===== src/rtl/bbsa_pkg.sv =====
// shared types and constants for the bracket balance checker
`timescale 1ns / 1ps
`default_nettype none

package bbsa_pkg;

  localparam int unsigned POS_W = 11;
  localparam int unsigned VAL_W = 12;
  localparam int unsigned CNT_W = 11;

  // largest positive prefix value, identity of the running minimum
  localparam logic [VAL_W-1:0] MIN_INIT = 12'h7FF;

  localparam logic [VAL_W-1:0] DELTA_P1 = 12'h001;
  localparam logic [VAL_W-1:0] DELTA_M1 = 12'hFFF;
  localparam logic [VAL_W-1:0] DELTA_P2 = 12'h002;
  localparam logic [VAL_W-1:0] DELTA_M2 = 12'hFFE;

  typedef enum logic [1:0] {
    CMD_LOAD  = 2'd0,
    CMD_FLIP  = 2'd1,
    CMD_QUERY = 2'd2,
    CMD_RSVD  = 2'd3
  } cmd_e;

  // what a wave does in each cell as it sweeps the cell memory
  typedef enum logic [1:0] {
    OP_CLEAR = 2'd0,
    OP_ADD   = 2'd1,
    OP_SCAN  = 2'd2
  } op_e;

  typedef struct packed {
    cmd_e             cmd;
    logic [POS_W-1:0] position;
    logic             bracket_open;
  } item_t;

  typedef struct packed {
    logic                    balanced;
    logic signed [VAL_W-1:0] lowest_prefix;
    logic signed [VAL_W-1:0] net_balance;
  } res_t;

  typedef struct packed {
    logic             valid;
    op_e              op;
    logic [VAL_W-1:0] delta;
    logic [POS_W-1:0] first_pos;
    logic [POS_W-1:0] last_pos;
  } tok_t;

endpackage

`default_nettype wire


===== src/rtl/bbsa_ctrl.sv =====
// command sequencer: bracket store, counts, wave launch and result register
`timescale 1ns / 1ps
`default_nettype none

module bbsa_ctrl #(
  parameter int unsigned MAX_LEN    = 1024,
  parameter int unsigned CELL_DEPTH = 32
) (
  input  wire                              clk_i,
  input  wire                              rst_ni,
  input  wire                              cfg_we_i,
  input  wire      [bbsa_pkg::POS_W-1:0]   cfg_wdata_i,
  input  wire                              in_valid_i,
  output logic                             in_ready_o,
  input  bbsa_pkg::item_t                  in_item_i,
  output logic                             out_valid_o,
  input  wire                              out_ready_i,
  output bbsa_pkg::res_t                   out_item_o,
  output bbsa_pkg::tok_t                   tok_o,
  output logic                             seed_valid_o,
  input  wire                              done_i,
  input  wire      [bbsa_pkg::VAL_W-1:0]   low_i
);

  localparam int unsigned IW      = $clog2(MAX_LEN);
  localparam int unsigned LW      = $clog2(MAX_LEN + 1);
  localparam int unsigned CW      = (LW > bbsa_pkg::POS_W) ? LW : bbsa_pkg::POS_W;
  localparam int unsigned WAIT_W  = $clog2(CELL_DEPTH + 3);
  localparam logic [WAIT_W-1:0] SEED_AT  = WAIT_W'(CELL_DEPTH + 1);
  localparam logic [WAIT_W-1:0] WAIT_MAX = WAIT_W'(CELL_DEPTH + 2);

  typedef enum logic [4:0] {
    ST_INIT = 5'b00001,
    ST_IDLE = 5'b00010,
    ST_LOOK = 5'b00100,
    ST_RUN  = 5'b01000,
    ST_HOLD = 5'b10000
  } state_e;

  state_e                      state_q, state_d;
  logic [bbsa_pkg::POS_W-1:0]  seq_len_q;
  logic [bbsa_pkg::CNT_W-1:0]  open_q, open_d;
  logic [bbsa_pkg::CNT_W-1:0]  close_q, close_d;
  logic                        query_q, query_d;
  logic [bbsa_pkg::POS_W-1:0]  pos_q;
  logic [WAIT_W-1:0]           wait_q;
  logic                        seed_q;

  logic                        st_mem_q [MAX_LEN];
  logic                        st_rd_q;
  logic                        st_we, st_re, st_wdata;
  logic [IW-1:0]               st_waddr;
  logic [IW-1:0]               idx_in, idx_q;

  logic                        tok_v_q;
  bbsa_pkg::op_e               tok_op_q, l_op;
  logic [bbsa_pkg::VAL_W-1:0]  tok_delta_q, l_delta;
  logic [bbsa_pkg::POS_W-1:0]  tok_first_q, l_first;
  logic [bbsa_pkg::POS_W-1:0]  tok_last_q, last_pos;
  logic                        launch;

  logic                        acc;
  logic                        pos_ok;
  logic [CW-1:0]               max_c;
  logic                        out_free, out_load;
  logic                        out_v_q;
  bbsa_pkg::res_t              out_q, res;

  assign in_ready_o = (state_q == ST_IDLE);
  assign acc        = in_valid_i && in_ready_o;

  assign max_c    = CW'(MAX_LEN);
  assign pos_ok   = (in_item_i.position != '0) && (in_item_i.position <= seq_len_q)
                    && (CW'(in_item_i.position) <= max_c);
  // suffix ends at the smaller of the length and the array size
  assign last_pos = (CW'(seq_len_q) <= max_c) ? seq_len_q : max_c[bbsa_pkg::POS_W-1:0];

  assign idx_in = IW'({{IW{1'b0}}, in_item_i.position - 1'b1});
  assign idx_q  = IW'({{IW{1'b0}}, pos_q - 1'b1});

  always_comb begin
    state_d  = state_q;
    open_d   = open_q;
    close_d  = close_q;
    query_d  = query_q;
    launch   = 1'b0;
    l_op     = bbsa_pkg::OP_SCAN;
    l_delta  = '0;
    l_first  = pos_q;
    st_we    = 1'b0;
    st_re    = 1'b0;
    st_wdata = 1'b0;
    st_waddr = idx_q;
    case (state_q)
      ST_INIT: begin
        launch  = 1'b1;
        l_op    = bbsa_pkg::OP_CLEAR;
        query_d = 1'b0;
        state_d = ST_RUN;
      end
      ST_IDLE: begin
        if (acc) begin
          case (in_item_i.cmd)
            bbsa_pkg::CMD_LOAD: begin
              if (pos_ok) begin
                st_we    = 1'b1;
                st_waddr = idx_in;
                st_wdata = in_item_i.bracket_open;
                launch   = 1'b1;
                l_op     = bbsa_pkg::OP_ADD;
                l_first  = in_item_i.position;
                query_d  = 1'b0;
                state_d  = ST_RUN;
                if (in_item_i.bracket_open) begin
                  l_delta = bbsa_pkg::DELTA_P1;
                  open_d  = open_q + 1'b1;
                end else begin
                  l_delta = bbsa_pkg::DELTA_M1;
                  close_d = close_q + 1'b1;
                end
              end
            end
            bbsa_pkg::CMD_FLIP: begin
              if (pos_ok) begin
                st_re   = 1'b1;
                state_d = ST_LOOK;
              end
            end
            bbsa_pkg::CMD_QUERY: begin
              launch  = 1'b1;
              l_op    = bbsa_pkg::OP_SCAN;
              query_d = 1'b1;
              state_d = ST_RUN;
            end
            default: begin
            end
          endcase
        end
      end
      ST_LOOK: begin
        st_we    = 1'b1;
        st_wdata = ~st_rd_q;
        launch   = 1'b1;
        l_op     = bbsa_pkg::OP_ADD;
        query_d  = 1'b0;
        state_d  = ST_RUN;
        if (st_rd_q) begin
          l_delta = bbsa_pkg::DELTA_M2;
          open_d  = open_q - 1'b1;
          close_d = close_q + 1'b1;
        end else begin
          l_delta = bbsa_pkg::DELTA_P2;
          open_d  = open_q + 1'b1;
          close_d = close_q - 1'b1;
        end
      end
      ST_RUN: begin
        if (done_i) begin
          state_d = (query_q && !out_free) ? ST_HOLD : ST_IDLE;
        end
      end
      ST_HOLD: begin
        if (out_free) begin
          state_d = ST_IDLE;
        end
      end
      default: begin
        state_d = ST_IDLE;
      end
    endcase
  end

  // result fields
  always_comb begin
    res.lowest_prefix = low_i;
    res.net_balance   = {1'b0, open_q} - {1'b0, close_q};
    res.balanced      = !low_i[bbsa_pkg::VAL_W-1] && (open_q == close_q);
  end

  assign out_free = !out_v_q || out_ready_i;
  assign out_load = ((state_q == ST_RUN) && done_i && query_q && out_free)
                    || ((state_q == ST_HOLD) && out_free);

  always_ff @(posedge clk_i or negedge rst_ni) begin
    if (!rst_ni) begin
      state_q   <= ST_INIT;
      seq_len_q <= '0;
      open_q    <= '0;
      close_q   <= '0;
      query_q   <= 1'b0;
      tok_v_q   <= 1'b0;
      wait_q    <= WAIT_MAX;
      seed_q    <= 1'b0;
      out_v_q   <= 1'b0;
    end else begin
      state_q <= state_d;
      open_q  <= open_d;
      close_q <= close_d;
      query_q <= query_d;
      tok_v_q <= launch;
      if (cfg_we_i) begin
        seq_len_q <= cfg_wdata_i;
      end
      if (launch) begin
        wait_q <= '0;
      end else if (wait_q != WAIT_MAX) begin
        wait_q <= wait_q + 1'b1;
      end
      seed_q <= (state_q == ST_RUN) && (wait_q == SEED_AT);
      if (out_load) begin
        out_v_q <= 1'b1;
      end else if (out_ready_i) begin
        out_v_q <= 1'b0;
      end
    end
  end

  always_ff @(posedge clk_i) begin
    if (acc) begin
      pos_q <= in_item_i.position;
    end
    if (launch) begin
      tok_op_q    <= l_op;
      tok_delta_q <= l_delta;
      tok_first_q <= l_first;
      tok_last_q  <= last_pos;
    end
    if (out_load) begin
      out_q <= res;
    end
  end

  // bracket store, one bit per position
  always_ff @(posedge clk_i) begin
    if (st_we) begin
      st_mem_q[st_waddr] <= st_wdata;
    end
    if (st_re) begin
      st_rd_q <= st_mem_q[idx_in];
    end
  end

  always_comb begin
    tok_o.valid     = tok_v_q;
    tok_o.op        = tok_op_q;
    tok_o.delta     = tok_delta_q;
    tok_o.first_pos = tok_first_q;
    tok_o.last_pos  = tok_last_q;
  end

  assign seed_valid_o = seed_q;
  assign out_valid_o  = out_v_q;
  assign out_item_o   = out_q;

endmodule

`default_nettype wire


===== config.mk =====
export PLATFORM = sky130hd
export DESIGN_NAME = bbsa_ctrl
export DESIGN_NICKNAME = d
export VERILOG_FILES = /design/src/rtl/bbsa_pkg.sv /design/src/rtl/bbsa_ctrl.sv
export SDC_FILE = /design/constraint.sdc
export NUM_CORES = 2
export LEC_CHECK = 0
export BUFFER_PORTS_ARGS = -buffer_cell sky130_fd_sc_hd__buf_2
export CAP_MARGIN = 30
export CORE_MARGIN = 2
export CORE_UTILIZATION = 55
export CTS_CLUSTER_DIAMETER = 200
export DETAILED_ROUTE_END_ITERATION = 12
export PLACE_DENSITY = 0.7
export RECOVER_POWER = 50
export SKIP_LAST_GASP = 1
export SYNTH_ARGS = -nofsm -noshare
export SYNTH_HDL_FRONTEND = slang
export SYNTH_SLANG_ARGS = --single-unit

===== constraint.sdc =====
create_clock -name clk_i -period 46.9 [get_ports clk_i]
set_clock_uncertainty 0.2 [all_clocks]
set_input_delay 2.345 -clock clk_i [delete_from_list [all_inputs] [get_ports clk_i]]
set_output_delay 2.345 -clock clk_i [all_outputs]
set_load 0.005 [all_outputs]

# Word level (Yosys, flattened, before mapping)
# Memories as Yosys holds them, arrays and structs flattened. A register that Yosys moved wholly into a read port is not among the register bits.
# Cells that the tools add are included.
# Widths: inputs -> output; s select.
# totals
register_bits,120
ramBits,1024
in_bits,43
out_inout_bits,65
wordCells,139
memories,1
# memory_table
memory,words,width,rd,rd_ports_with_merged_regs,wr,line,source
st_mem_q,1024,1,1,1,1,bbsa_ctrl.sv:49,logic st_mem_q [MAX_LEN];
# op_classes
addsub,8
n_lt_le_gt_ge,3
n_eq_ne,21
muxes,62
bitwise,1
reduce_logical,26
# ops
cell,count
$mux 11,14
$mux 12,5
$pmux 11 s2,2
$mux 10,4
$mux 5,6
$pmux 12 s2,1
$add 11x1->11 const B,2
$le 11x11->1 const B,2
$sub 11x1->11 const B,2
$pmux 5 s4,1
$sub 10x1->10 const B,2
$mux 1,16
$pmux 5 s3,1
$mux 6,2
$pmux 1 s2,6
$sub 11x11->12,1
$eq 11x11->1,1
$le 11x11->1,1
$reduce_bool 11->1,1
$logic_and 1x1->1,10
$reduce_and 5->1,2
$ne 2x1->1 const B,4
$reduce_bool 2->1,4
$add 6x1->6 const B,1
22 further kinds,30

# Logic depth before layout (Yosys ltp)
# logic_depth
ltp_word,9
mapped_depth,18
mapped_depth_nobuf,12

# Least setup slack after synthesis
# No wires, ideal clock.
# synth_path
path_type,input -> register
startpoint,in in_item_i[1] (netlist name)
endpoint,"mem st_mem_q[0], data pin"
setup_time_ps,2678
t_arrival_ps,17336
t_required_ps,44022
path_slack_ps,26686
path_stages,16
path_buffers,6
path_cell_list,clkbuf_1 -> buf_2 -> buf_1 -> inv_1 -> ha_1 -> nor3b_4 -> nand3b_1 -> nor3_1 -> xnor2_1 -> o2111ai_2 -> inv_2 -> buf_2 -> clkbuf_1 -> clkbuf_1 -> nand2_1 -> nand2_1
# synth_via
elab_chain_len,7
word_cells_on_any_way,9
classes_between,2 x order compare; 4 x mux; 3 x reduce/logical
# synth_rtl
item,line,source
start: declaration,bbsa_ctrl.sv:15,"input bbsa_pkg::item_t in_item_i,"
$le 11x11->1 / $reduce_bool 11->1 (equally long branches),bbsa_ctrl.sv:73,assign pos_ok = (in_item_i.position != '0) && (in_item_i.position <= seq_len_q)
$logic_and 1x1->1,bbsa_ctrl.sv:73,
$logic_and 1x1->1 (*),bbsa_ctrl.sv:74,&& (CW'(in_item_i.position) <= max_c);
$mux 1 (*),bbsa_ctrl.sv:105,if (pos_ok) begin
$mux 1 (*),bbsa_ctrl.sv:103,case (in_item_i.cmd)
$mux 1 (*),bbsa_ctrl.sv:102,if (acc) begin
$pmux 1 s2 (*),bbsa_ctrl.sv:94,case (state_q)
net st_wdata,bbsa_ctrl.sv:51,"logic st_we, st_re, st_wdata;"
end: declaration,bbsa_ctrl.sv:49,
# The timed path passes the listed nets; every way through them passes the cells marked *.

# Worst setup path after layout
# layout_path
startpoint,in in_item_i[1] (netlist name)
endpoint,"mem st_mem_q[87], data pin"
# The elaborated chain is that of the path after synthesis.

==> metrics.txt <==
crit-path max FO=130; initial core utilization=55.7%; CP max stage delay=3830 ps; Syn Nets=3498; Rows=110; CP startpoint kind=primary input; period utilisation layout=35.7%; Top Family by Delay on Critical Path=buffers and inverters; DRC viols=0; Wirelength per Cell=26.2 um; count of buffers from port buffering=107; Slew headroom=-272%; final instance area=55300 sq um; MaxCap Viol Count=29; Num CTS Buffers=111; RSZ-0062 raised after global routing=false; Post-CTS Setup Inserts=0; die height=306 um; TNS Setup=0 ps; CTS clock-pin slew for the worst setup and hold paths=60 ps; register bit count reported by yosys=1136; area of the core=90300 sq um; Max Root-Sink Buffers=3; Seq/Total Area, Yosys=67.3%; leakage dissipation=19.3 nW; die area=93900 sq um; Hold/Removal Path Class=reg2reg; first-iteration detailed-routing DRC count=3854; GR Overflow Total=0; Post-Syn Area=50300 sq um; Placer Congestion=0.836; Synth Area per Inst=14.7 sq um; failing checks=capacitance limit, slew limit; via count=29700; power per cell area=38.9 nW/um^2; EDFF count, synth=1088; status=complete, but fails checks; slowest stage cell, crit path=clkbuf_1; CTS tree=done; initial antenna violation count=1; Area after DPL=52000 sq um; post-synth cell types=78; Crit Path Category=in2reg; # fillers=6551; first-pass GRT wire length=183 mm; Top cell by count, worst path=clkbuf_1; Skew-Pair Late Insertion Delay=720 ps; Nets=3512; Hold Vio Cnt, Final=0; Total Routing Usage GR=26.4%; crit end category=flop; Routed WL=123 mm; post-route ant nets=0; HPWL Detailed=66.6 mm; CP bufs+invs=7; # hold bufs at CTS=0; clock sink count=1136; CTS root buf=clkbuf_16; Synth async-reset ratio=4.23%; Final Power=2.15 mW; Cells after Synth=3423; top cell type's share of synthesized area=64.9%; YS warnings=0; Vias/cell=6.30; layout cells sized above 1=18.4%; crit-path cells=clkbuf_1 > inv_1 > ha_1 > nor3b_1 > nand3b_1 > nor3_1 > xnor2_1 > o2111ai_4 > clkbuf_1 > clkinv_1 > clkbuf_1 > nand2_1 > nand2_1 > clkbuf_1 > clkbuf_1; Slew Limit Fails=1150; Die Span X=306 um; top post-synthesis cells by count=1088 x edfxtp_1, 1083 x nor2_1, 320 x mux4_2, 164 x clkbuf_1, 145 x nand2_1; H-tree levels=3; vias in the first global route=29700; Yosys top cell by area=edfxtp_1; largest cells by area after synthesis=edfxtp_1 65%, mux4_2 14%, nor2_1 8.1%; Setup-failing EPs final=0; largest net degree at the start of global routing=290; Pre-antenna DRT Iters=5; Synth-to-Final Area Change=9.97%; CP required=46510 ps; minimum clock period=16730 ps; Worst Max-Slew Pin Slew=5570 ps; arrival time of the worst setup path=16330 ps; highest clock rate=59.8 MHz; worst vdd ir=0.0334 mV; Synth Flop Type=edfxtp_1; top-count cell post-synth=edfxtp_1; I/O pin count=108; post_cts resized=0
worst register-to-register path, delay by kind of cell, from the launching register on:
kind | cells | cell delay (ps)
AO/OA/AOI/OAI | 1 | 110
adder cells (fa/ha/maj) | 1 | 310
buffers and inverters | 6 | 6470
flip-flops | 1 | 600
AND/OR/NAND/NOR | 5 | 2280
state kept, by name (all words and copies together) (netlist names), 2 cells and up:
register	flops
open_q	11
tok_op_q	2
st_mem_q	1024
tok_delta_q	3
pos_q	11
out_item_o	25
close_q	11
seq_len_q	11
state_q	5
tok_last_q	11
tok_first_q	11
wait_q	6
placed cells by master (no fill, tap or decap), types with 35 or more instances in the layout:
cell type,instances
edfxtp_1,1088
clkbuf_1,113
xnor2_1,36
inv_1,48
clkbuf_16,112
buf_2,59
nand2_1,136
o21ai_0,35
dfrtp_1,45
nor2_1,1083
mux4_2,320
where the power goes:
group          total (mW)  switching (mW)  internal [mW]  leakage [nW]
combinational       0.130          0.0797         0.0499          4.78
clock               0.903           0.383          0.520          1.80
sequential           1.12         0.00929           1.11          12.7
final cells by class:
type | instances | area, sq um | area share, %
diodes | 1 | 2.50 | 0.00452
clock buffers | 137 | 2920 | 5.27
clock inverters | 69 | 790 | 1.43
inverters | 49 | 184 | 0.332
multi-input cells | 1944 | 15000 | 27.0
flip-flops and latches | 1136 | 33900 | 61.2
well taps | 1176 | 1470 | 2.66
repair buffers | 195 | 1140 | 2.07
metrics by stage:
stage | util [%] | cells | setup slack [ps] | hold WS (ps)
after global routing | 61.3 | 4706 | 28350 | 289
after detailed placement | 57.6 | 4487 | 38430 | 268
after CTS | 61.7 | 4693 | 39180 | 280
after global placement | 57.2 | 4473 | 38440 | 266
after floorplan | - | 3423 | 26690 | 248
final | 61.3 | 4707 | 30170 | 279
final timing paths:
path	end	from	slack, ps	depth (start not counted)
min reg2reg	open_q[10]	open_q[10]	280	1
min	open_q[10]	open_q[10]	280	1
max	st_mem_q[87]	in_item_i[1]	30170	15
max reg2reg	st_mem_q[87]	seq_len_q[10]	35920	13
min in group asynchronous	seed_valid_o	rst_ni	1550	1
max in group asynchronous	open_q[7]	rst_ni	42790	2
routing by layer:
layer	vias to the layer above	GRT usage [%]	share of wire, %
met4	0	10.8	4.0
met3	268	5.42	10
li1	12600	-	-
met5	-	0	0
met1	15200	34.9	38
met2	1581	43.2	48
logic make-up (layout without fill, tap and decap cells):
family | after synthesis | in the layout | synth area share [%]
compound gates | 162 | 162 | 2.48
mux | 330 | 330 | 14.5
flops | 1136 | 1136 | 67.3
buf+inv | 343 | 450 | 2.98
other cells | 1 | 2 | 0.00745
fa+ha+maj | 32 | 32 | 0.810
xor+xnor | 53 | 53 | 0.937
simple gates | 1366 | 1366 | 10.9
Note: power is estimated with default switching activity, not from simulation.
