--- src/rtl/bbsa_pkg.sv ---
// shared types and constants for the bracket balance checker
`timescale 1ns / 1ps
`default_nettype none

package bbsa_pkg;

  localparam int unsigned POS_W = 11;
  localparam int unsigned VAL_W = 12;
  localparam int unsigned CNT_W = 11;

  // largest positive prefix value, identity of the running minimum
  localparam logic [VAL_W-1:0] MIN_INIT = 12'h7FF;

  localparam logic [VAL_W-1:0] DELTA_P1 = 12'h001;
  localparam logic [VAL_W-1:0] DELTA_M1 = 12'hFFF;
  localparam logic [VAL_W-1:0] DELTA_P2 = 12'h002;
  localparam logic [VAL_W-1:0] DELTA_M2 = 12'hFFE;

  typedef enum logic [1:0] {
    CMD_LOAD  = 2'd0,
    CMD_FLIP  = 2'd1,
    CMD_QUERY = 2'd2,
    CMD_RSVD  = 2'd3
  } cmd_e;

  // what a wave does in each cell as it sweeps the cell memory
  typedef enum logic [1:0] {
    OP_CLEAR = 2'd0,
    OP_ADD   = 2'd1,
    OP_SCAN  = 2'd2
  } op_e;

  typedef struct packed {
    cmd_e             cmd;
    logic [POS_W-1:0] position;
    logic             bracket_open;
  } item_t;

  typedef struct packed {
    logic                    balanced;
    logic signed [VAL_W-1:0] lowest_prefix;
    logic signed [VAL_W-1:0] net_balance;
  } res_t;

  typedef struct packed {
    logic             valid;
    op_e              op;
    logic [VAL_W-1:0] delta;
    logic [POS_W-1:0] first_pos;
    logic [POS_W-1:0] last_pos;
  } tok_t;

endpackage

`default_nettype wire

--- src/rtl/bbsa_cell.sv ---
// one cell of the prefix chain: a slice of prefix balances and its local minimum
`timescale 1ns / 1ps
`default_nettype none

module bbsa_cell #(
  parameter int unsigned DEPTH   = 32,
  parameter int unsigned BASE    = 0,
  parameter int unsigned MAX_LEN = 1024
) (
  input  wire                                clk_i,
  input  wire                                rst_ni,
  input  bbsa_pkg::tok_t                     tok_i,
  output bbsa_pkg::tok_t                     tok_o,
  input  wire                                min_valid_i,
  input  wire        [bbsa_pkg::VAL_W-1:0]   min_i,
  output logic                               min_valid_o,
  output logic       [bbsa_pkg::VAL_W-1:0]   min_o
);

  localparam int unsigned AW = $clog2(DEPTH);
  localparam int unsigned PW = $clog2(BASE + DEPTH + 1);
  localparam int unsigned CW = (PW > bbsa_pkg::POS_W) ? PW : bbsa_pkg::POS_W;

  logic [bbsa_pkg::VAL_W-1:0] mem_q [DEPTH];
  logic [bbsa_pkg::VAL_W-1:0] rd_q;

  bbsa_pkg::tok_t             cur_q;
  bbsa_pkg::tok_t             fwd_q;
  logic                       fwd_v_q;
  logic                       busy_q;
  logic                       wr_pend_q;
  logic [AW-1:0]              cnt_q;
  logic [AW-1:0]              wr_addr_q;
  logic [bbsa_pkg::VAL_W-1:0] lmin_q, lmin_d;
  logic [bbsa_pkg::VAL_W-1:0] min_q;
  logic                       min_v_q;

  logic [CW-1:0]              pos_w;
  logic                       in_rng;
  logic                       pos_live;
  logic [bbsa_pkg::VAL_W-1:0] new_val;
  logic                       wr_en;

  // one-based position of the entry being written back
  assign pos_w    = CW'(BASE + 1) + CW'(wr_addr_q);
  assign in_rng   = (pos_w >= CW'(cur_q.first_pos)) && (pos_w <= CW'(cur_q.last_pos));
  assign pos_live = (pos_w <= CW'(MAX_LEN));

  always_comb begin
    case (cur_q.op)
      bbsa_pkg::OP_CLEAR: begin
        new_val = '0;
        wr_en   = wr_pend_q;
      end
      bbsa_pkg::OP_ADD: begin
        new_val = in_rng ? (rd_q + cur_q.delta) : rd_q;
        wr_en   = wr_pend_q && in_rng;
      end
      default: begin
        new_val = rd_q;
        wr_en   = 1'b0;
      end
    endcase
  end

  always_comb begin
    lmin_d = lmin_q;
    if (tok_i.valid) begin
      lmin_d = bbsa_pkg::MIN_INIT;
    end else if (wr_pend_q && pos_live && ($signed(new_val) < $signed(lmin_q))) begin
      lmin_d = new_val;
    end
  end

  always_ff @(posedge clk_i or negedge rst_ni) begin
    if (!rst_ni) begin
      busy_q    <= 1'b0;
      wr_pend_q <= 1'b0;
      cnt_q     <= '0;
      fwd_v_q   <= 1'b0;
      min_v_q   <= 1'b0;
    end else begin
      fwd_v_q   <= tok_i.valid;
      min_v_q   <= min_valid_i;
      wr_pend_q <= busy_q;
      if (tok_i.valid) begin
        busy_q <= 1'b1;
        cnt_q  <= '0;
      end else if (busy_q) begin
        if (cnt_q == AW'(DEPTH - 1)) begin
          busy_q <= 1'b0;
        end else begin
          cnt_q <= cnt_q + 1'b1;
        end
      end
    end
  end

  always_ff @(posedge clk_i) begin
    if (tok_i.valid) begin
      cur_q <= tok_i;
      fwd_q <= tok_i;
    end
    wr_addr_q <= cnt_q;
    lmin_q    <= lmin_d;
    if (min_valid_i) begin
      min_q <= ($signed(min_i) < $signed(lmin_q)) ? min_i : lmin_q;
    end
  end

  // slice memory: read during the sweep, each entry written back in the cycle after its read
  always_ff @(posedge clk_i) begin
    if (busy_q) begin
      rd_q <= mem_q[cnt_q];
    end
    if (wr_en) begin
      mem_q[wr_addr_q] <= new_val;
    end
  end

  always_comb begin
    tok_o       = fwd_q;
    tok_o.valid = fwd_v_q;
  end

  assign min_valid_o = min_v_q;
  assign min_o       = min_q;

endmodule

`default_nettype wire

--- config.mk ---
export PLATFORM = sky130hd
export DESIGN_NAME = bbsa_cell
export DESIGN_NICKNAME = d
export VERILOG_FILES = /design/src/rtl/bbsa_pkg.sv /design/src/rtl/bbsa_cell.sv
export SDC_FILE = /design/constraint.sdc
export NUM_CORES = 1
export LEC_CHECK = 0
export BUFFER_PORTS_ARGS = -buffer_cell sky130_fd_sc_hd__buf_2
export CAP_MARGIN = 20
export CORE_ASPECT_RATIO = 0.6
export CORE_MARGIN = 4
export CORE_UTILIZATION = 51
export CTS_CLUSTER_DIAMETER = 120
export DETAILED_ROUTE_END_ITERATION = 12
export GPL_TIMING_DRIVEN = 0
export PLACE_DENSITY = 0.76
export SETUP_SLACK_MARGIN = 0.2
export SLEW_MARGIN = 15
export SYNTH_ARGS = -nofsm -noshare
export SYNTH_HDL_FRONTEND = slang
export SYNTH_SLANG_ARGS = --single-unit
--- constraint.sdc ---
create_clock -name clk_i -period 5.85 [get_ports clk_i]
set_input_delay 0.2925 -clock clk_i [delete_from_list [all_inputs] [get_ports clk_i]]
set_output_delay 0.2925 -clock clk_i [all_outputs]
set_load 0.05 [all_outputs]
=== After elaboration in Yosys (flattened, before gate mapping) ===
Memories as Yosys holds them, arrays and structs flattened. A register that Yosys moved wholly into a read port is not among the register bits.
Cells that the tools add are included.

* Memories: 1
* Register bits after elaboration: 74
* RAM bits: 384
* Output and inout bits: 50
* Logic and storage cells: 43

{| class="wikitable"
|+ Memories
! memory !! words !! bits a word !! read ports !! clocked after memory_dff !! write ports !! RTL line !! RTL
|-
| mem_q || 32 || 12 || 1 || 1 || 1 || bbsa_cell.sv:24 || <nowiki>logic [bbsa_pkg::VAL_W-1:0] mem_q [DEPTH];</nowiki>
|}

* Reductions and logical operators: 7
* Multiplexer cells: 12
* Add/subtract/negate cells: 3
* Equal/unequal tests: 3
* Magnitude comparators: 5

{| class="wikitable"
|+ Operator list
! cell !! count
|-
| < comparator 12 bit || 2
|-
| two-way mux 12 bit || 2
|-
| one-hot mux 12 bit (2 select lines) || 1
|-
| two-way mux 5 bit || 3
|-
| adder 12 bit || 1
|-
| greater-or-equal comparator 6 x 11 -> 1 bit || 1
|-
| less-or-equal comparator 6 x 11 -> 1 bit || 1
|-
| less-or-equal comparator 6 x 11 -> 1 bit (second input constant) || 1
|-
| adder 1 x 5 -> 6 bit (first input constant) || 1
|-
| adder 5 x 1 -> 5 bit (second input constant) || 1
|-
| equality test 5 bit (second input constant) || 1
|-
| two-way mux 1 bit || 5
|-
| logical AND 1 bit || 4
|-
| equality test 2 x 1 -> 1 bit (second input constant) || 1
|-
| logical NOT 2 bit || 1
|-
| inequality test 2 bit (second input constant) || 1
|-
| one-hot mux 1 bit (2 select lines) || 1
|-
| AND reduction 2 bit || 1
|-
| nonzero test 2 bit || 1
|}

=== Longest topological paths before layout ===
Gate-level depths: netlist of the first run.

* Word-level depth: 7
* Mapped depth: 22
* Depth with buffers taken out: 19

=== Worst setup path before layout of the first run ===
No wires, ideal clock.

* Path kind: flip-flop to flip-flop
* Start point: register wr_addr_q[0]
* End point: register lmin_q[2] (netlist bit)
* Path slack: 356 ps
* Data required time: 5728 ps
* Buffers on the path: 1
* Cell stages (with the launch flop): 20
* Arrival: 5372 ps
* Path through: dfxtp_1 -> ha_1 -> nand3_1 -> xnor2_1 -> ha_1 -> a211oi_2 -> nor3_1 -> o311a_4 -> nor4_4 -> a22oi_1 -> o21ai_0 -> ha_1 -> nand2b_1 -> a21oi_1 -> o31ai_1 -> o41ai_2 -> o211ai_2 -> buf_6 -> mux2i_1 -> nand2b_1

* Word-level cells in the longest chain between the ends: 7
* Elaborated cells on any way between the ends: 10

{| class="wikitable"
|+ RTL lines
! what !! RTL line !! RTL
|-
| start, declared || bbsa_cell.sv:33 || <nowiki>logic [AW-1:0] wr_addr_q;</nowiki>
|-
| start signal, assigned || bbsa_cell.sv:104 || <nowiki>wr_addr_q <= cnt_q;</nowiki>
|-
| adder 1 x 5 -> 6 bit * || bbsa_cell.sv:45 || <nowiki>assign pos_w = CW'(BASE + 1) + CW'(wr_addr_q);</nowiki>
|-
| greater-or-equal comparator 6 x 11 -> 1 bit / less-or-equal comparator 6 x 11 -> 1 bit (equally long branches) || bbsa_cell.sv:46 || <nowiki>assign in_rng = (pos_w >= CW'(cur_q.first_pos)) && (pos_w <= CW'(cur_q.last_pos));</nowiki>
|-
| logical AND 1 bit * || bbsa_cell.sv:46 ||
|-
| two-way mux 12 bit * || bbsa_cell.sv:56 || <nowiki>new_val = in_rng ? (rd_q + cur_q.delta) : rd_q;</nowiki>
|-
| one-hot mux 12 bit (2 select lines) * || bbsa_cell.sv:50 || <nowiki>case (cur_q.op)</nowiki>
|-
| via new_val, one bit || bbsa_cell.sv:41 || <nowiki>logic [bbsa_pkg::VAL_W-1:0] new_val;</nowiki>
|-
| < comparator 12 bit || bbsa_cell.sv:70 || <nowiki>end else if (wr_pend_q && pos_live && ($signed(new_val) < $signed(lmin_q))) begin</nowiki>
|-
| logical AND 1 bit || bbsa_cell.sv:70 ||
|-
| end signal, assigned || bbsa_cell.sv:105 || <nowiki>lmin_q <= lmin_d;</nowiki>
|-
| end, declared || bbsa_cell.sv:34 || <nowiki>logic [bbsa_pkg::VAL_W-1:0] lmin_q, lmin_d;</nowiki>
|}

Mark *: on every way through the listed nets, which the timed path passes. The rest lies on a longest branch.
A chain may end at the register's enable or synchronous reset.

=== Worst setup path in the final report of the first run ===
* Start point: register wr_addr_q[2]
* End point: register lmin_q[9] (netlist bit)

* Word-level cells in the longest chain between the ends: 7
* Elaborated cells on any way between the ends: 10

{| class="wikitable"
|+ RTL lines
! what !! RTL line
|-
| adder 1 x 5 -> 6 bit * || bbsa_cell.sv:45
|-
| greater-or-equal comparator 6 x 11 -> 1 bit / less-or-equal comparator 6 x 11 -> 1 bit (equally long branches) || bbsa_cell.sv:46
|-
| logical AND 1 bit * || bbsa_cell.sv:46
|-
| two-way mux 12 bit * || bbsa_cell.sv:56
|-
| one-hot mux 12 bit (2 select lines) * || bbsa_cell.sv:50
|-
| via new_val, one bit || bbsa_cell.sv:41
|-
| < comparator 12 bit * || bbsa_cell.sv:70
|-
| logical AND 1 bit * || bbsa_cell.sv:70
|}

Marked as above.

==> results.ini, run 1 <==
[setup_path]
crit_slowest_cell=ha_1
path_delay_family=compound AO/OA/AOI/OAI gates
cp_data_arrival_time_ns=6.01
crit_chain=clkbuf_2, nand3_1, nor3_2, ha_1, nor2_1, nor3_1, o311ai_2, nand3_1, buf_2, o21a_1, o21ai_2, nand2_4, ha_1, nand4_1, o31ai_1, o41ai_2, o211ai_2, buf_6, buf_12, nor3_2, a21oi_2
cpPeakStageDelay_ns=0.47
path_class=flop to flop
rr_worst_depth=21
path_max_fanout=17
start_kind=flop
startpoint=wr_addr_q[2]$_DFF_P_
path_buf_inv=4
r2r_end=lmin_q[9]$_SDFFE_PP1P_
endpoint_kind=flop
required_ns=6.34
reg2reg_from=wr_addr_q[2]$_DFF_P_
r2r_slack_ns=0.33

[routing]
drc=0
totalWireLength_mm=52.27
vias=11480
drtIter0Drc=1981
drtAntennaViolNets=0
via_per_inst=6.336
drtPass1Iterations=6
wl_per_cell_um=28.85

[grt]
grt_pass1_wl_mm=74.60
grt_max_degree=39
grt_usage_pct=24.53
use_met2_pct=32.97
busiest_layer=met1
grt_pass1_vias=11010
grt_remaining_overflow=0
grtUsageMet3_pct=9.771
antenna_found_initial=7
grt.met1_usage_pct=38.38

[synth]
syn_nets=1153
avgSynthCellArea_um2=18.80
yosysWarnings=0
yosysTopAreaCell=edfxtp_1
synthSimpleGateAreaFrac_pct=4.713
yosysSeqAreaShare_pct=70.46
ys_types=68
synth_compound_area_share_pct=4.377
syn_inst=1049
ys_ff_latch=470
synthAdderAreaFrac_pct=3.337
synthFlopType=edfxtp_1
synth_top_area_share_pct=67.59
synth_top_family_by_area=multiplexers
async_flop_share_pct=1.915
ys_top_cells_by_area=edfxtp_1 (68%), mux4_2 (14%), ha_1 (3.2%)
synthMuxAreaShare_pct=14.69
syn_area_um2=19730
synth_edf_count=444
synth_xor_area_share_pct=0.5772

[clock_tree]
clock_latency_ns=0.56
cts_buffers=41
clock_sinks=470
cts_root_buf=clkbuf_16
clkTransAtPathRegs_ns=0.07
htreeDepth=2
cts_tree=done
cts_buffer_depth=3

[floorplan]
ios=102
die_h_um=160.3
die_w_um=261.9
core_area_um2=37920
start_util_pct=52.02
die_area_um2=41990
row_count=55

[timing]
period_minus_slack_ns=5.524
worst_pin_slew_ns=1.164
skew_ns=0.01581
max_freq_ghz=0.1810
whs_ns=0.04011
slew_viol_final=0
hold_viol=0
grt_setup_unrepaired=no
setup_ws_ns=0.3255
setup-violations-final=0
maxSlewHeadroom_pct=22.39
finalCritPeriodShare_pct=94.44

[min_path]
hold_path_class=input pin to flop
hold_depth=1
hold_start=min_valid_i
hold_end=min_valid_o$_DFF_PN0_

[cells_and_area]
layout-drive-gt1-share_pct=30.12
nets=1374
layout_common_cells=edfxtp_1 (444), mux4_2 (120), buf_2 (110)
finish.utilization_pct=61.02
layout_commonest_cell=edfxtp_1
areaGrowthSynthToFinish_pct=17.29

[power]
ir_drop_uv=293.3
p_leak_nw=7.951
power_mw=8.568
cellPowerDensity_nw_per_um2=370.3

[placed_design]
pre_cts_ws_ns=-0.7301
gp_congestion=0.8509
hpwl_mm=33.66
portBuffers=101

[job]
cap_violations=0

[status]
status=completed

==> area by class of cell <==
class	count	area, µm²
Sequential cell	470	13900
Clock buffer	53	1114
Buffer	50	266.5
Clock inverter	18	177.7
Timing Repair Buffer	175	1303
Fill cell	2599	14780
Inverter	27	101.3
Tap cell	513	641.9
Antenna cell	1	2.502
Multi-Input combinational cell	505	5632
==> Yosys cell counts (4+ instances only) <==
library cell,n
mux2_2,12
and3_1,13
a21oi_1,16
o211ai_1,26
o21a_1,8
a21o_1,7
o21bai_1,4
buf_1,6
or3_1,4
mux4_2,120
nor2_1,58
xor2_1,7
dfxtp_1,17
clkbuf_1,29
ha_1,51
o21ai_0,16
mux2i_1,6
nor4_1,4
edfxtp_1,444
nor3_1,10
dfrtp_1,9
nand3b_1,4
xnor2_1,6
nand2b_1,9
nand3_1,11
o21ai_1,4
buf_2,9
a22oi_1,7
inv_1,27
nand2_1,51
==> layer usage <==
layer / vias up / share of wire, %
met5: - / 0.040
met4: 4 / 1.7
met3: 80 / 17
met2: 763 / 41
met1: 5924 / 40
li1: 4710 / -
==> where the power goes <==
group / internal [mW] / total [mW] / switching [mW] / leakage (nW)
combinational: 0.629 / 1.84 / 1.21 / 3.01
clock: 1.48 / 2.69 / 1.21 / 0.625
sequential: 3.96 / 4.04 / 0.0803 / 4.31
total: 6.07 / 8.57 / 2.50 / 7.95
==> worst max path at each step <==
stage,endpoint,depth (start not counted)
2_1_floorplan,lmin_q[2]$_SDFFE_PP1P_,19
3_3_place_gp,lmin_q[4]$_SDFFE_PP1P_,19
3_5_place_dp,lmin_q[2]$_SDFFE_PP1P_,20
4_1_cts,lmin_q[9]$_SDFFE_PP1P_,21
5_1_grt,lmin_q[2]$_SDFFE_PP1P_,16
6_report,lmin_q[9]$_SDFFE_PP1P_,21
==> cell families after synthesis <==
family	Yosys count
buffers and inverters	77
AOI/OAI and AO/OA	114
and+or+nand+nor	185
xor gates and xnor gates	13
adders and majority gates	52
muxes	138
DFF	470
==> what timing repair did <==
action / in CTS / in global routing
hold buffers: 37 / 0
endpoints found under the setup margin: 12 / 12
endpoints found under the hold margin: 45 / 0
gates cloned: 1 / 2
gates resized for setup: 7 / 6
pin swaps: 2 / 5
buffers inserted: 3 / 2
==> per-stage QoR <==
step                instance area, µm²  TNS (ns)  cells
finish                           23140         0   1812
global route                     23130         0   1811
CTS                              22970         0   1796
detailed placement               21250    -8.124   1684
global placement                 20870   -207.23   1663
floorplan                        19730         0   1049
==> registers in the layout, indices dropped and copies added (netlist names), 5 cells and up <==
name	cells
lmin_q	12
min_o	12
mem_q	384
cnt_q	5
rd_q	12
tok_o	36
wr_addr_q	5
(Power assumes the default switching activity.)
==> run 2, diff against run 1 <==
==> constraint.sdc (replaced) <==
create_clock -name clk_i -period 5.85 [get_ports clk_i]
set_input_delay 0 -clock clk_i [delete_from_list [all_inputs] [get_ports clk_i]]
set_output_delay 0 -clock clk_i [all_outputs]
set_load 0.05 [all_outputs]
==> results.ini, run 2 (synthesis gave the netlist of run 1 again) <==
[min_path]
hold_depth=1  ; unchanged
hold_path_class=input pin to flop
hold_end=fwd_v_q$_DFF_PN0_
hold_start=tok_i[36]

[routing]
drc=0  ; unchanged
drtPass1Iterations=5  ; -1
wl_per_cell_um=29.07  ; +0.76%
drtIter0Drc=1952  ; -1.5%
totalWireLength_mm=53.16  ; +1.7%
vias=11620  ; +1.2%
via_per_inst=6.352  ; +0.24%
drtAntennaViolNets=0  ; unchanged

[cells_and_area]
nets=1391  ; +1.2%
largest_reg_flops=384  ; unchanged
fill_cells=2580  ; -0.73%
stdcell_count=1829  ; +0.94%
layout-drive-gt1-share_pct=30.04  ; -0.085 points
layout_commonest_cell=edfxtp_1
areaGrowthSynthToFinish_pct=18.22
regMostFlops=mem_q
layout_common_cells=edfxtp_1 (444), mux4_2 (120), buf_2 (110)

[power]
p_clk_share_pct=31.3  ; about the same
internal_power_mw=6.076  ; +0.13%
p_leak_nw=8.028  ; +0.96%
swShare_pct=29.28  ; +0.10 points
seqPwrFrac_pct=47.0  ; about the same
p_switching_mw=2.516  ; +0.63%
comb_power_share_pct=21.7  ; +0.2 points
cellPowerDensity_nw_per_um2=368.4  ; -0.51%
ir_drop_uv=292.2  ; -0.36%

[setup_path]
rr_worst_depth=21  ; unchanged
path_class=flop to flop
path_buf_inv=4  ; unchanged
crit_slowest_cell=ha_1
cpPeakStageDelay_ns=0.49  ; +0.02 ns
r2r_end=lmin_q[9]$_SDFFE_PP1P_
path_max_fanout=17  ; unchanged
reg2reg_from=wr_addr_q[2]$_DFF_P_
required_ns=6.34  ; about the same
start_kind=flop
r2r_slack_ns=0.31  ; -0.02 ns
cp_data_arrival_time_ns=6.03  ; +0.02 ns
endpoint_kind=flop
path_delay_family=compound AO/OA/AOI/OAI gates
crit_chain=clkbuf_2, nand3_1, nor3_2, ha_1, nor2_1, nor3_1, o311ai_2, nand3_1, buf_2, o21a_1, o21ai_2, nand2_4, ha_1, nand4_1, o31ai_1, o41ai_2, o211ai_2, buf_6, buf_12, nor3_2, a21oi_2

[timing]
maxSlewHeadroom_pct=24.98  ; +2.6 points
max_freq_ghz=0.1804  ; -0.34%
worst_pin_slew_ns=1.125  ; -0.03896 ns
setup-violations-final=0  ; unchanged
slew_viol_final=0  ; unchanged
finalCritPeriodShare_pct=94.76  ; +0.32 points
fin_setup_tns_ns=0  ; unchanged
grt_setup_unrepaired=no
period_minus_slack_ns=5.543  ; +0.01896 ns
skew_ns=0.01541  ; -0.0003920 ns
hold_viol=0  ; unchanged
setup_ws_ns=0.3066  ; -0.01896 ns

[clock_tree]
cts_tree=done
clock_latency_ns=0.56  ; about the same
htreeDepth=2  ; unchanged
cts_buffers=41  ; unchanged
clock_sinks=470  ; unchanged
clkTransAtPathRegs_ns=0.07  ; about the same
cts_buffer_depth=3  ; unchanged
cts_root_buf=clkbuf_16

[job]
cap_violations=0  ; unchanged

[floorplan]
row_count=55  ; unchanged
die_area_um2=41990  ; unchanged
core_area_um2=37920  ; unchanged
die_h_um=160.3  ; unchanged
start_util_pct=52.02  ; unchanged
ios=102  ; unchanged
die_w_um=261.9  ; unchanged

[placed_design]
portBuffers=101  ; unchanged
hpwl_mm=33.66  ; unchanged
placed_cells=1684  ; unchanged
gp_congestion=0.8509  ; unchanged
pre_cts_ws_ns=-0.7301  ; unchanged

[grt]
grt_pass1_wl_mm=74.86  ; +0.35%
grt_remaining_overflow=0  ; unchanged
antenna_found_initial=7  ; unchanged
grt_max_degree=39  ; unchanged
grt_pass1_vias=11060  ; +0.51%
grt_usage_pct=24.60  ; +0.067 points

[status]
status=completed

run 2: how the worst max path moves through the flow:
stage | start | to | slack [ns] | cells past startpoint
global placement | wr_addr_q[2]$_DFF_P_ | lmin_q[4]$_SDFFE_PP1P_ | -2.84 | 19
floorplan | wr_addr_q[0]$_DFF_P_ | lmin_q[2]$_SDFFE_PP1P_ | 0.36 | 19
finish | wr_addr_q[2]$_DFF_P_ | lmin_q[9]$_SDFFE_PP1P_ | 0.31 | 21
detailed placement | wr_addr_q[2]$_DFF_P_ | lmin_q[2]$_SDFFE_PP1P_ | -0.73 | 20
CTS | wr_addr_q[2]$_DFF_P_ | lmin_q[9]$_SDFFE_PP1P_ | 0.21 | 21
global route | wr_addr_q[2]$_DFF_P_ | lmin_q[2]$_SDFFE_PP1P_ | 0.24 | 20
run 2: repair_timing:
item	in CTS	in global routing
pin swaps	2	6
setup buffers	3	4
setup endpoints to repair	12	12
hold buffers	51	0
cloned	1	3
endpoints found under the hold margin	70	0
gates resized for setup	7	8
run 2: final cells by class:
cell class,count,area (µm²),area share (%)
Sequential cell,470,13900,59.60
Tap cell,513,641.9,2.753
Inverter,27,101.3,0.4346
Antenna cell,1,2.502,0.01073
Multi-Input combinational cell,506,5659,24.27
Clock inverter,18,177.7,0.7619
Timing Repair Buffer,191,1458,6.251
Buffer,50,266.5,1.143
Clock buffer,53,1114,4.775
run 2: metal layers:
metal / global-route usage, % / up-vias / share of wire [%]
met1: 38.56 / 5968 / 40
li1: - / 4747 / -
met3: 9.835 / 90 / 17
met5: 0 / - / 0.041
met4: 4.799 / 4 / 1.9
met2: 32.94 / 808 / 41
run 2: power by group through the flow:
stage | Sequential [mW] | Clock, mW | Combinational, mW
final | 4.04 | 2.69 | 1.86
after global placement | 4.12 | 0 | 1.56
after floorplan | 4.29 | 0 | 0.921
after CTS | 4.03 | 2.70 | 1.77
after global routing | 4.05 | 2.86 | 1.96
after detailed placement | 4.11 | 0 | 1.69
run 2: metrics by stage:
step / hold WS, ns / instance area (µm²) / utilization (%) / power (mW)
detailed placement: -0.1173 / 21250 / 56.04 / 5.800
CTS: 0.01612 / 23110 / 60.96 / 8.500
finish: 0.03664 / 23320 / 61.50 / 8.592
global route: 0.06071 / 23320 / 61.49 / 8.865
floorplan: -0.2956 / 19730 / - / 5.207
global placement: -0.1116 / 20870 / 55.05 / 5.681
run 2: worst register-to-register path, delay by kind of cell (launching register included):
family | cells | cell delay (ns)
buf+inv | 4 | 0.94
flops | 1 | 0.33
simple gates | 8 | 1.55
compound gates | 7 | 1.86
fa+ha+maj | 2 | 0.80
==> run 3, diff against run 2 <==
- CORE_MARGIN: 4 -> 2
==> results.ini, run 3 (synthesis gave the netlist of run 1 again) <==
[routing]
drc=0  ; unchanged
drtAntennaViolNets=0  ; unchanged
drtPass1Iterations=5  ; unchanged
vias=11540  ; -0.64%
totalWireLength_mm=52.34  ; -1.6%
drtIter0Drc=1707  ; -13%
via_per_inst=6.311  ; -0.64%
wl_per_cell_um=28.62  ; -1.6%

[timing]
hold_viol=0  ; unchanged
period_minus_slack_ns=5.459  ; -0.08443 ns
fin_setup_tns_ns=0  ; unchanged
whs_ns=0.03817  ; +0.001534 ns
setup_ws_ns=0.3910  ; +0.08443 ns
setup-violations-final=0  ; unchanged
skew_ns=0.03020  ; +0.01479 ns
max_freq_ghz=0.1832  ; +1.5%
worst_pin_slew_ns=1.195  ; +0.07005 ns
grt_setup_unrepaired=no
finalCritPeriodShare_pct=93.32  ; -1.4 points
slew_viol_final=0  ; unchanged
maxSlewHeadroom_pct=19.28  ; -5.7 points

[placed_design]
gp_congestion=0.8536  ; +0.32%
portBuffers=101  ; unchanged
hpwl_mm=34.16  ; +1.5%
place_area_um2=21310  ; +0.29%
pre_cts_ws_ns=-0.5131  ; +0.2170 ns
placed_cells=1688  ; +0.24%

[setup_path]
path_buf_inv=2  ; -2
crit_path_frequent_cell=ha_1
crit_chain=clkbuf_2, nand3_2, nor3_2, ha_1, nor2_1, nor3_1, o311a_4, nor4_4, a21boi_2, a221o_4, ha_1, nand4_1, o31ai_2, o41ai_2, o211ai_2, buf_6, mux2i_1, nand2b_1
endpoint_kind=flop
required_ns=6.29  ; -0.05 ns
start_kind=flop
path_delay_family=compound AO/OA/AOI/OAI gates
path_class=flop to flop
cp_data_arrival_time_ns=5.90  ; -0.13 ns
crit_slowest_cell=nor4_4
cpPeakStageDelay_ns=0.59  ; +0.10 ns
path_max_fanout=17  ; unchanged

[floorplan]
die_w_um=257.9  ; -1.5%
die_area_um2=40320  ; -4.0%
die_h_um=156.3  ; -2.5%
ios=102  ; unchanged
start_util_pct=52.02  ; unchanged
row_count=55  ; unchanged
core_area_um2=37920  ; unchanged

[cells_and_area]
largest_reg_flops=384  ; unchanged
stdcell_count=1829  ; unchanged
areaGrowthSynthToFinish_pct=18.19  ; about the same
finish.utilization_pct=61.48  ; about the same
layout_commonest_cell=edfxtp_1
layout_common_cells=edfxtp_1 (444), mux4_2 (120), buf_2 (110)
layout-drive-gt1-share_pct=30.21  ; +0.18 points
design_area_um2=23310  ; about the same
regMostFlops=mem_q
nets=1390  ; -0.072%

[grt]
grt_pass1_wl_mm=74.11  ; -1.0%
grt_usage_pct=25.90  ; +1.3 points
grt_remaining_overflow=0  ; unchanged
grt_max_degree=39  ; unchanged
antenna_found_initial=3  ; -4
grt_pass1_vias=11020  ; -0.42%

[power]
power_mw=8.527  ; -0.76%
p_leak_nw=8.020  ; about the same
cellPowerDensity_nw_per_um2=365.8  ; -0.73%
ir_drop_uv=222.3  ; -24%

[job]
cap_violations=0  ; unchanged

[clock_tree]
clock_latency_ns=0.56  ; about the same
htreeDepth=2  ; unchanged
clkTransAtPathRegs_ns=0.07  ; about the same
cts_buffer_depth=3  ; unchanged
clock_sinks=470  ; unchanged
cts_buffers=40  ; -2.4%
cts_root_buf=clkbuf_16
cts_tree=done

[status]
status=completed

[min_path]
hold_path_class=input pin to flop

-- run 3: timing repair --
action	4_1_cts	5_1_grt
hold endpoints to repair	70	0
buffers inserted	4	4
pin swaps	2	3
cloned	1	1
gates resized for setup	7	7
hold buffers	51	0
setup endpoints to repair	12	12
-- run 3: metal layers --
layer	track usage (%)	part of all wire [%]	wire, µm	up-vias
met5	0	0	0	-
met4	5.643	1.9	1007	0
met3	10.79	16	8564	90
met2	34.95	41	21640	813
met1	39.23	40	21120	5900
li1	-	-	-	4740
-- run 3: worst register-to-register path, delay by kind of cell (launching register included) --
| family | cells | cell delay [ns] |
|---|---|---|
| AO/OA/AOI/OAI | 6 | 2.12 |
| adder cells (fa/ha/maj) | 2 | 0.50 |
| multiplexers | 1 | 0.21 |
| AND/OR/NAND/NOR | 7 | 1.64 |
| buffers and inverters | 2 | 0.54 |
| flip-flops | 1 | 0.33 |
-- run 3: area by class of cell --
| class | instances | area [µm²] |
|---|---|---|
| Clock inverter | 23 | 185.2 |
| Clock buffer | 47 | 1059 |
| Inverter | 27 | 101.3 |
| Timing Repair Buffer | 193 | 1520 |
| Multi-Input combinational cell | 504 | 5635 |
| Fill cell | 2570 | 14610 |
| Sequential cell | 470 | 13900 |
| Antenna cell | 2 | 5.005 |
| Tap cell | 513 | 641.9 |
| Buffer | 50 | 266.5 |
-- run 3: path summary, 6_finish.rpt --
kind,cells after the start,to,start,slack (ns)
setup / recovery,18,lmin_q[2]$_SDFFE_PP1P_,wr_addr_q[2]$_DFF_P_,0.39
hold / removal,1,fwd_v_q$_DFF_PN0_,tok_i[36],0.04
setup reg to reg,18,lmin_q[2]$_SDFFE_PP1P_,wr_addr_q[2]$_DFF_P_,0.39
hold reg to reg,0,wr_addr_q[3]$_DFF_P_,cnt_q[3]$_DFFE_PN0P_,0.38
max in group asynchronous,3,wr_pend_q$_DFF_PN0_,rst_ni,5.05
min in group asynchronous,3,cnt_q[3]$_DFFE_PN0P_,rst_ni,0.47
-- run 3: report_power, final --
group | switching [mW] | internal (mW) | total [mW] | leakage, nW
Clock | 1.21 | 1.43 | 2.64 | 0.604
Sequential | 0.0871 | 3.96 | 4.04 | 4.31
Combinational | 1.19 | 0.652 | 1.85 | 3.10
